### src/design/cwc_pkg.sv
// Package: types and constants of the collapse cell.
package cwc_pkg;

    localparam int NUM_PATTERNS_DEF = 16;
    localparam int MAX_PATTERNS     = 16;
    localparam int LOG_ITERS        = 24;
    localparam int NUM_W            = 49;
    localparam int SUM_W            = 20;
    localparam int ENT_W            = 14;
    localparam logic [31:0] LN2_Q32 = 32'hB172_17F8;
    localparam logic [13:0] ENT_MAX = 14'h3FFF;

    localparam logic [1:0] CMD_LOAD      = 2'd0;
    localparam logic [1:0] CMD_CONSTRAIN = 2'd1;
    localparam logic [1:0] CMD_COLLAPSE  = 2'd2;

    localparam logic KIND_SUMMARY  = 1'b0;
    localparam logic KIND_COLLAPSE = 1'b1;

    typedef enum logic [3:0] {
        ST_IDLE,
        ST_DROP,
        ST_SUM,
        ST_ENT_W,
        ST_LOG_START,
        ST_LOG_IT,
        ST_LOG_MUL,
        ST_CMP,
        ST_DIV,
        ST_LN_MUL,
        ST_SCALE,
        ST_WALK,
        ST_OUT
    } state_t;

endpackage

### src/design/wfc_cell_weight_collapse.sv
// Collapse cell: per-pattern weights, run summaries with entropy, roulette collapse.
// A run end sums the weights and takes the entropy with the 24-step log loop and the
// 49-step divider; the log loop, the ln2 scaling and the collapse scaling share one
// 32x32 multiplier. A collapse sums the weights and walks them to the chosen pattern.
// One word is in flight at a time.
// Reset (aresetn low, synchronous) clears all weights and the collapse state.
module wfc_cell_weight_collapse
    import cwc_pkg::*;
#(
    parameter int NUM_PATTERNS = NUM_PATTERNS_DEF
) (
    input  logic        aclk,
    input  logic        aresetn,
    input  logic        s_axis_tvalid,
    output logic        s_axis_tready,
    input  logic [39:0] s_axis_tdata,  // pattern_id[4:0], weight[20:5], random_value[36:21]
    input  logic [1:0]  s_axis_tuser,  // cmd[1:0]
    input  logic        s_axis_tlast,
    output logic        m_axis_tvalid,
    input  logic        m_axis_tready,
    output logic [63:0] m_axis_tdata,  // changed[0], weight_sum[20:1], entropy[34:21],
                                       // possible_mask[50:35], chosen_pattern[55:51],
                                       // contradiction[56]
    output logic [0:0]  m_axis_tuser   // kind[0]
);

    localparam int IW = (NUM_PATTERNS > 1) ? $clog2(NUM_PATTERNS) : 1;
    localparam logic [IW-1:0] IDX_LAST = IW'(NUM_PATTERNS - 1);

    state_t state_reg, state_next;

    logic [15:0]         weights_reg [NUM_PATTERNS];
    logic [15:0]         weights_next [NUM_PATTERNS];
    logic [NUM_PATTERNS-1:0] named_reg, named_next;
    logic                run_changed_reg, run_changed_next;
    logic                collapsed_reg, collapsed_next;
    logic [4:0]          final_reg, final_next;
    logic                m_valid_reg, m_valid_next;

    logic [IW-1:0]       idx_reg, idx_next;
    logic [SUM_W-1:0]    sum_reg, sum_next;
    logic                is_col_reg, is_col_next;
    logic                from_con_reg, from_con_next;
    logic [15:0]         rnd_reg, rnd_next;
    logic [SUM_W-1:0]    x_reg, x_next;
    logic [30:0]         m_reg, m_next;
    logic [4:0]          n_reg, n_next;
    logic [LOG_ITERS-1:0] frac_reg, frac_next;
    logic [4:0]          it_reg, it_next;
    logic                log_sum_reg, log_sum_next;
    logic [NUM_W-1:0]    acc_reg, acc_next;
    logic [NUM_W-1:0]    top_reg, top_next;
    logic [NUM_W-1:0]    quo_reg, quo_next;
    logic [SUM_W-1:0]    rem_reg, rem_next;
    logic [5:0]          div_cnt_reg, div_cnt_next;
    logic [ENT_W-1:0]    ent_reg, ent_next;
    logic [4:0]          chosen_reg, chosen_next;
    logic                contr_reg, contr_next;
    logic [SUM_W-1:0]    r_reg, r_next;
    logic [63:0]         m_data_reg, m_data_next;
    logic                m_user_reg, m_user_next;

    logic [4:0]          in_pid;
    logic [15:0]         in_weight;
    logic [15:0]         in_rnd;
    logic [1:0]          in_cmd;
    logic                accept;
    logic                pid_ok;
    logic [4:0]          pid_m1;
    logic [IW-1:0]       rd_idx;
    logic [15:0]         rd_w;
    logic                idx_last;
    logic [SUM_W-1:0]    sum_add;
    logic                sum_dead;
    logic [4:0]          msb_pos;
    logic [49:0]         norm_sh;
    logic [31:0]         mul_a, mul_b;
    logic [63:0]         mul_p;
    logic [31:0]         sq;
    logic [SUM_W:0]      rem_sh;
    logic                rem_ge;
    logic [63:0]         ln_rnd;
    logic [15:0]         mask;
    logic                out_free;

    assign in_pid    = s_axis_tdata[4:0];
    assign in_weight = s_axis_tdata[20:5];
    assign in_rnd    = s_axis_tdata[36:21];
    assign in_cmd    = s_axis_tuser;

    assign s_axis_tready = (state_reg == ST_IDLE);
    assign accept        = s_axis_tvalid && s_axis_tready;
    assign pid_ok        = (in_pid >= 5'd1) && (in_pid <= 5'(NUM_PATTERNS));
    assign pid_m1        = in_pid - 5'd1;
    assign rd_idx        = (state_reg == ST_IDLE) ? pid_m1[IW-1:0] : idx_reg;
    assign rd_w          = weights_reg[rd_idx];
    assign idx_last      = (idx_reg == IDX_LAST);
    assign sum_add       = sum_reg + {4'd0, rd_w};
    assign sum_dead      = collapsed_reg || (sum_add == '0);
    assign out_free      = !m_valid_reg || m_axis_tready;

    // shared multiplier
    always_comb begin
        mul_a = '0;
        mul_b = '0;
        case (state_reg)
            ST_LOG_IT: begin
                mul_a = {1'b0, m_reg};
                mul_b = {1'b0, m_reg};
            end
            ST_LOG_MUL: begin
                mul_a = {12'd0, x_reg};
                mul_b = {3'd0, n_reg, frac_reg};
            end
            ST_LN_MUL: begin
                mul_a = quo_reg[31:0];
                mul_b = LN2_Q32;
            end
            ST_SCALE: begin
                mul_a = {16'd0, rnd_reg};
                mul_b = {12'd0, sum_reg};
            end
            default: begin
                mul_a = '0;
                mul_b = '0;
            end
        endcase
    end
    assign mul_p = mul_a * mul_b;

    always_comb begin
        msb_pos = '0;
        for (int i = 0; i < SUM_W; i++) begin
            if (x_reg[i]) begin
                msb_pos = 5'(i);
            end
        end
    end
    assign norm_sh = {x_reg, 30'd0} >> msb_pos;
    assign sq      = mul_p[61:30];
    assign rem_sh  = {rem_reg, quo_reg[NUM_W-1]};
    assign rem_ge  = (rem_sh >= {1'b0, sum_reg});
    assign ln_rnd  = mul_p + 64'h0000_0800_0000_0000;

    always_comb begin
        mask = '0;
        if (collapsed_reg) begin
            mask = 16'd1 << (final_reg - 5'd1);
        end else begin
            for (int i = 0; i < NUM_PATTERNS; i++) begin
                mask[i] = (weights_reg[i] != '0);
            end
        end
    end

    // next state
    always_comb begin
        state_next = state_reg;
        case (state_reg)
            ST_IDLE: begin
                if (accept) begin
                    if ((in_cmd == CMD_LOAD || in_cmd == CMD_CONSTRAIN) && s_axis_tlast) begin
                        state_next = ST_DROP;
                    end else if (in_cmd == CMD_COLLAPSE) begin
                        state_next = ST_SUM;
                    end
                end
            end
            ST_DROP:      state_next = ST_SUM;
            ST_SUM: begin
                if (idx_last) begin
                    if (sum_dead) state_next = ST_OUT;
                    else if (is_col_reg) state_next = ST_SCALE;
                    else state_next = ST_ENT_W;
                end
            end
            ST_ENT_W: begin
                if (rd_w != '0 || idx_last) state_next = ST_LOG_START;
            end
            ST_LOG_START: state_next = ST_LOG_IT;
            ST_LOG_IT: begin
                if (it_reg == 5'(LOG_ITERS - 1)) state_next = ST_LOG_MUL;
            end
            ST_LOG_MUL: begin
                if (log_sum_reg) state_next = ST_CMP;
                else if (idx_last) state_next = ST_LOG_START;
                else state_next = ST_ENT_W;
            end
            ST_CMP: begin
                state_next = (acc_reg >= top_reg) ? ST_OUT : ST_DIV;
            end
            ST_DIV: begin
                if (div_cnt_reg == 6'(NUM_W - 1)) state_next = ST_LN_MUL;
            end
            ST_LN_MUL:    state_next = ST_OUT;
            ST_SCALE:     state_next = ST_WALK;
            ST_WALK: begin
                if (r_reg < {4'd0, rd_w} || idx_last) state_next = ST_OUT;
            end
            ST_OUT: begin
                if (out_free) state_next = ST_IDLE;
            end
            default:      state_next = ST_IDLE;
        endcase
    end

    // datapath
    always_comb begin
        weights_next     = weights_reg;
        named_next       = named_reg;
        run_changed_next = run_changed_reg;
        collapsed_next   = collapsed_reg;
        final_next       = final_reg;
        m_valid_next     = m_valid_reg && !m_axis_tready;
        idx_next         = idx_reg;
        sum_next         = sum_reg;
        is_col_next      = is_col_reg;
        from_con_next    = from_con_reg;
        rnd_next         = rnd_reg;
        x_next           = x_reg;
        m_next           = m_reg;
        n_next           = n_reg;
        frac_next        = frac_reg;
        it_next          = it_reg;
        log_sum_next     = log_sum_reg;
        acc_next         = acc_reg;
        top_next         = top_reg;
        quo_next         = quo_reg;
        rem_next         = rem_reg;
        div_cnt_next     = div_cnt_reg;
        ent_next         = ent_reg;
        chosen_next      = chosen_reg;
        contr_next       = contr_reg;
        r_next           = r_reg;
        m_data_next      = m_data_reg;
        m_user_next      = m_user_reg;
        case (state_reg)
            ST_IDLE: begin
                if (accept) begin
                    rnd_next      = in_rnd;
                    is_col_next   = (in_cmd == CMD_COLLAPSE);
                    from_con_next = (in_cmd == CMD_CONSTRAIN);
                    ent_next      = '0;
                    chosen_next   = '0;
                    contr_next    = 1'b0;
                    sum_next      = '0;
                    idx_next      = '0;
                    case (in_cmd)
                        CMD_LOAD: begin
                            collapsed_next = 1'b0;
                            final_next     = '0;
                            if (pid_ok) begin
                                weights_next[pid_m1[IW-1:0]] = in_weight;
                                named_next[pid_m1[IW-1:0]]   = 1'b1;
                            end
                        end
                        CMD_CONSTRAIN: begin
                            if (!collapsed_reg && pid_ok) begin
                                named_next[pid_m1[IW-1:0]] = 1'b1;
                                if (in_weight < rd_w) begin
                                    weights_next[pid_m1[IW-1:0]] = in_weight;
                                    run_changed_next             = 1'b1;
                                end
                            end
                        end
                        default: begin
                        end
                    endcase
                end
            end
            ST_DROP: begin
                if (!collapsed_reg) begin
                    for (int i = 0; i < NUM_PATTERNS; i++) begin
                        if (!named_reg[i] && weights_reg[i] != '0) begin
                            weights_next[i] = '0;
                            if (from_con_reg) run_changed_next = 1'b1;
                        end
                    end
                end
            end
            ST_SUM: begin
                sum_next = sum_add;
                idx_next = idx_reg + 1'b1;
                if (idx_last) begin
                    idx_next = '0;
                    acc_next = '0;
                    if (sum_dead && is_col_reg) contr_next = 1'b1;
                end
            end
            ST_ENT_W: begin
                if (rd_w != '0) begin
                    x_next       = {4'd0, rd_w};
                    log_sum_next = 1'b0;
                end else if (idx_last) begin
                    x_next       = sum_reg;
                    log_sum_next = 1'b1;
                end else begin
                    idx_next = idx_reg + 1'b1;
                end
            end
            ST_LOG_START: begin
                m_next    = norm_sh[30:0];
                n_next    = msb_pos;
                frac_next = '0;
                it_next   = '0;
            end
            ST_LOG_IT: begin
                it_next = it_reg + 5'd1;
                if (sq[31]) begin
                    m_next    = sq[31:1];
                    frac_next = {frac_reg[LOG_ITERS-2:0], 1'b1};
                end else begin
                    m_next    = sq[30:0];
                    frac_next = {frac_reg[LOG_ITERS-2:0], 1'b0};
                end
            end
            ST_LOG_MUL: begin
                if (log_sum_reg) begin
                    top_next = mul_p[NUM_W-1:0];
                end else begin
                    acc_next = acc_reg + mul_p[NUM_W-1:0];
                    if (idx_last) begin
                        x_next       = sum_reg;
                        log_sum_next = 1'b1;
                    end else begin
                        idx_next = idx_reg + 1'b1;
                    end
                end
            end
            ST_CMP: begin
                quo_next     = top_reg - acc_reg;
                rem_next     = '0;
                div_cnt_next = '0;
            end
            ST_DIV: begin
                div_cnt_next = div_cnt_reg + 6'd1;
                rem_next     = rem_ge ? SUM_W'(rem_sh - {1'b0, sum_reg}) : rem_sh[SUM_W-1:0];
                quo_next     = {quo_reg[NUM_W-2:0], rem_ge};
            end
            ST_LN_MUL: begin
                ent_next = (ln_rnd[63:44] > {6'd0, ENT_MAX}) ? ENT_MAX : ln_rnd[57:44];
            end
            ST_SCALE: begin
                r_next   = mul_p[35:16];
                idx_next = '0;
            end
            ST_WALK: begin
                if (r_reg < {4'd0, rd_w}) begin
                    chosen_next    = 5'(idx_reg) + 5'd1;
                    final_next     = 5'(idx_reg) + 5'd1;
                    collapsed_next = 1'b1;
                end else begin
                    r_next   = r_reg - {4'd0, rd_w};
                    idx_next = idx_reg + 1'b1;
                    if (idx_last) contr_next = 1'b1;
                end
            end
            ST_OUT: begin
                if (out_free) begin
                    m_valid_next = 1'b1;
                    m_user_next  = is_col_reg ? KIND_COLLAPSE : KIND_SUMMARY;
                    m_data_next  = {7'd0, contr_reg, chosen_reg, mask, ent_reg, sum_reg,
                                    (!is_col_reg && run_changed_reg)};
                    if (!is_col_reg) begin
                        named_next       = '0;
                        run_changed_next = 1'b0;
                    end
                end
            end
            default: begin
            end
        endcase
    end

    always_ff @(posedge aclk) begin
        if (!aresetn) begin
            state_reg       <= ST_IDLE;
            named_reg       <= '0;
            run_changed_reg <= 1'b0;
            collapsed_reg   <= 1'b0;
            final_reg       <= '0;
            m_valid_reg     <= 1'b0;
            for (int i = 0; i < NUM_PATTERNS; i++) weights_reg[i] <= '0;
        end else begin
            state_reg       <= state_next;
            named_reg       <= named_next;
            run_changed_reg <= run_changed_next;
            collapsed_reg   <= collapsed_next;
            final_reg       <= final_next;
            m_valid_reg     <= m_valid_next;
            weights_reg     <= weights_next;
        end
    end

    always_ff @(posedge aclk) begin
        idx_reg     <= idx_next;
        sum_reg     <= sum_next;
        is_col_reg  <= is_col_next;
        from_con_reg <= from_con_next;
        rnd_reg     <= rnd_next;
        x_reg       <= x_next;
        m_reg       <= m_next;
        n_reg       <= n_next;
        frac_reg    <= frac_next;
        it_reg      <= it_next;
        log_sum_reg <= log_sum_next;
        acc_reg     <= acc_next;
        top_reg     <= top_next;
        quo_reg     <= quo_next;
        rem_reg     <= rem_next;
        div_cnt_reg <= div_cnt_next;
        ent_reg     <= ent_next;
        chosen_reg  <= chosen_next;
        contr_reg   <= contr_next;
        r_reg       <= r_next;
        m_data_reg  <= m_data_next;
        m_user_reg  <= m_user_next;
    end

    assign m_axis_tvalid = m_valid_reg;
    assign m_axis_tdata  = m_data_reg;
    assign m_axis_tuser  = m_user_reg;

endmodule

### config.mk
export PLATFORM = sky130hd
export DESIGN_NAME = wfc_cell_weight_collapse
export DESIGN_NICKNAME = d
export VERILOG_FILES = /design/src/design/cwc_pkg.sv /design/src/design/wfc_cell_weight_collapse.sv
export SDC_FILE = /design/constraint.sdc
export NUM_CORES = 2
export LEC_CHECK = 0
export BUFFER_PORTS_ARGS = -buffer_cell sky130_fd_sc_hd__buf_2
export CAP_MARGIN = 20
export CORE_MARGIN = 5
export CORE_UTILIZATION = 45
export DETAILED_ROUTE_END_ITERATION = 12
export HOLD_SLACK_MARGIN = 0.08
export REMOVE_ABC_BUFFERS = 1
export SLEW_MARGIN = 20
export SYNTH_ARGS = -nofsm -noshare
export SYNTH_HDL_FRONTEND = slang
export SYNTH_SLANG_ARGS = --single-unit
### constraint.sdc
create_clock -name aclk -period 22.9 [get_ports aclk]
set_clock_uncertainty 0.2 [all_clocks]
set_input_delay 4.58 -clock aclk [delete_from_list [all_inputs] [get_ports aclk]]
set_output_delay 4.58 -clock aclk [all_outputs]
set_load 0.02 [all_outputs]
==> results.cfg <==
[logic_synthesis]
synth_top_cell_by_area = fa_1
synth_top_family_by_area = adder cells
synth_seq_cells = 683
ys_seq_area_share_pct = 25.0
async_reset_ff_share_pct = 0
avgSynthCellArea_sq_um = 8.91
ys_types = 110
synthMuxAreaShare_pct = 1.35
synthTopCellsByArea = fa_1, edfxtp_1, dfxtp_1
synth-simple-area-share_pct = 17.3
syn-cell-area_sq_mm = 0.0707
synth_top_area_share_pct = 25.5
synth-compound-area-share_pct = 12.6
syn-instance-count = 7934
synth-xor-area-share_pct = 2.45
synth_edf_count = 399
yosysWarnings = 0
synthAdderAreaFrac_pct = 33.3
synthFlopType = edfxtp_1

[drt]
vias = 59480
via_per_inst = 5.94
route.met2.wl_um = 115000
drc = 0
topRoutingLayerUsed = met5
ant_nets = 0
met1_length_um = 107000
routedWlPerCell_um = 26.3
wl_um = 263000
wl_met3_um = 26800
first_pass_iters = 6
drt_iter0_drc = 6296

[clocking]
clockBufferDepth = 3
htree_levels = 3
cts_buffers = 75
clkTransAtPathRegs_ps = 60
cts_sinks = 683
cts_tree = yes
post_cts_resized = 0
cts_setup_buffers = 0
cts_hold_buf = 0
cts_root_buffer = clkbuf_16
insertion_delay_ps = 720

[setup_path]
path_delay_family = adder cells
worstSetupPathType = flop to flop
endpoint_kind = flop
max_stage_delay_ps = 880
slowest_stage = o31ai_1
timing.critical_path.from_type = flop
cp.required_ps = 23100
cp.buffers_inverters = 5
cp_data_arrival_time_ps = 14940
crit_top_cell = fa_1
cp_max_fo = 55

[run_status]
outcome = finished clean

[floorplanning]
dieArea_sq_mm = 0.165
core_sq_mm = 0.156
dieHeight_um = 406
start_util_pct = 45.3
ios = 114
die_x_um = 406
placementRows = 145

[power]
p_total_w = 0.00524
ir_drop_v = 0.0000939
leakagePower_nw = 32.7
pwr_density_cell_mw_per_mm2 = 68.8

[final_layout]
area_growth_pct = 7.83
multi_input_comb_area_sq_mm = 0.0476
largest_reg_flops = 256
n_fill_cell = 15062
final_util_pct = 48.8
finalNetCount = 9275
drive_above_1_share_pct = 6.56
register_area_sq_mm = 0.0177
fin_cells = 10007

[sta]
relSlewSlack_pct = 18.8
fin_crit_sh_pct = 64.3
hold_ws_ps = 215
fmax_mhz = 67.9
fin_crit_ps = 14730
worst_slew_pin_slew_ps = 1210
hold_viol_final = 0
slew_viol_final = 0
rsz0062_at_grt = false
fin_tns_setup_ps = 0
setup_violations = 0

[grt]
antenna_found_initial = 1
overflow = 0
grt_pass1_wl_um = 389000
grt_max_degree = 70
track_usage_pct = 31.8
grt_pass1_vias = 59082

[placement]
dp_hpwl_um = 202000
place_congestion = 0.984
port_buffers = 103
dp.cells = 9871

[flow_run]
drv_cap = 0

[min_path]
hold_class = flop to flop
-- cell usage after synthesis, drive strengths merged (17+ instances only) --
cell type	count
a21boi	18
o22ai	22
o211ai	41
a211oi	110
o21bai	34
o21ai	409
a221oi	17
o31ai	22
a31oi	46
nor3	63
buf	73
and2	122
ha	437
nor2	880
mux2i	84
xor2	82
fa	901
and4	40
inv	1062
nand3	165
o2bb2ai	49
a21oi	296
a22o	18
a21o	97
xnor2	115
edfxtp	399
a22oi	17
nand4	74
a311oi	19
or2	19
nor2b	45
nand2	1127
nand2b	39
dfxtp	284
clkbuf	345
and3	49
a311o	17
a31o	20
or3	23
nor4	88
o21a	46
-- cell families (layout without fill, tap and decap cells) --
| logic type | Yosys count | after routing |
|---|---|---|
| adder cells (fa/ha/maj) | 1338 | 1338 |
| AO/OA/AOI/OAI | 1368 | 1368 |
| other | 2 | 23 |
| AND/OR/NAND/NOR | 2767 | 2767 |
| XOR/XNOR | 197 | 197 |
| multiplexers | 94 | 94 |
| buffers and inverters | 1485 | 1479 |
| flip-flops | 683 | 683 |
-- per-stage QoR --
stage / instance area (sq um) / setup WS (ps)
global route: 76200 / 7660
global placement: 73700 / 8630
CTS: 76200 / 8450
detailed placement: 73700 / 8540
floorplan: 69100 / 7320
finish: 76200 / 8170
-- worst paths after layout --
| path | from | endpoint | slack, ps | cells after the start |
|---|---|---|---|---|
| setup / recovery | state_reg[0]$_SDFFE_PN0P_ | acc_reg[48]$_SDFFCE_PP0P_ | 8170 | 39 |
| setup reg to reg | state_reg[0]$_SDFFE_PN0P_ | acc_reg[48]$_SDFFCE_PP0P_ | 8170 | 39 |
| hold / removal | ent_reg[5]$_SDFFCE_PP0P_ | m_axis_tdata[26]$_DFFE_PP_ | 210 | 0 |
| hold reg to reg | ent_reg[5]$_SDFFCE_PP0P_ | m_axis_tdata[26]$_DFFE_PP_ | 210 | 0 |
-- power breakdown --
part / switching [W] / total (W) / internal (W)
registers: 0.000126 / 0.00159 / 0.00146
clock network: 0.000572 / 0.00126 / 0.000691
logic: 0.00166 / 0.00239 / 0.000734
total: 0.00235 / 0.00524 / 0.00289
-- metal layers --
layer	GRT usage, %	vias to the layer above
met5	0.416	-
met4	14.1	4
met3	7.02	554
met2	48.5	2996
met1	43.5	29853
li1	-	26073
-- final cells by class --
type                       instances  share of cell area (%)
antenna                            1                 0.00328
clock buffer                      94                    2.64
clock inverter                    41                   0.653
inverter                        1067                    5.26
multi-input combinational       5786                    62.5
sequential                       683                    23.2
tap                             2058                    3.38
timing repair buffer             277                    2.39
-- placed cells by master, fill, tap and decap left out, types with 22 or more instances in the layout --
| cell type | instances |
|---|---|
| a21o_1 | 97 |
| o2bb2ai_1 | 49 |
| nand3_1 | 165 |
| inv_1 | 1059 |
| edfxtp_1 | 399 |
| nor3_1 | 57 |
| conb_1 | 22 |
| ha_1 | 437 |
| nand2_1 | 1121 |
| mux2i_1 | 83 |
| xnor2_1 | 114 |
| a21oi_1 | 279 |
| buf_2 | 103 |
| buf_4 | 174 |
| and3_1 | 45 |
| o21bai_1 | 34 |
| o211ai_1 | 41 |
| nor4_1 | 87 |
| a31oi_1 | 45 |
| clkbuf_16 | 76 |
| nor2b_1 | 45 |
| or3_1 | 23 |
| o21ai_0 | 390 |
| nor2_1 | 871 |
| nand4_1 | 73 |
| and4_1 | 35 |
| and2_1 | 118 |
| a211oi_1 | 107 |
| xor2_1 | 81 |
| o21a_1 | 45 |
| nand2b_1 | 39 |
| dfxtp_1 | 284 |
| fa_1 | 901 |
No activity file was read; power rests on OpenSTA's default activity.
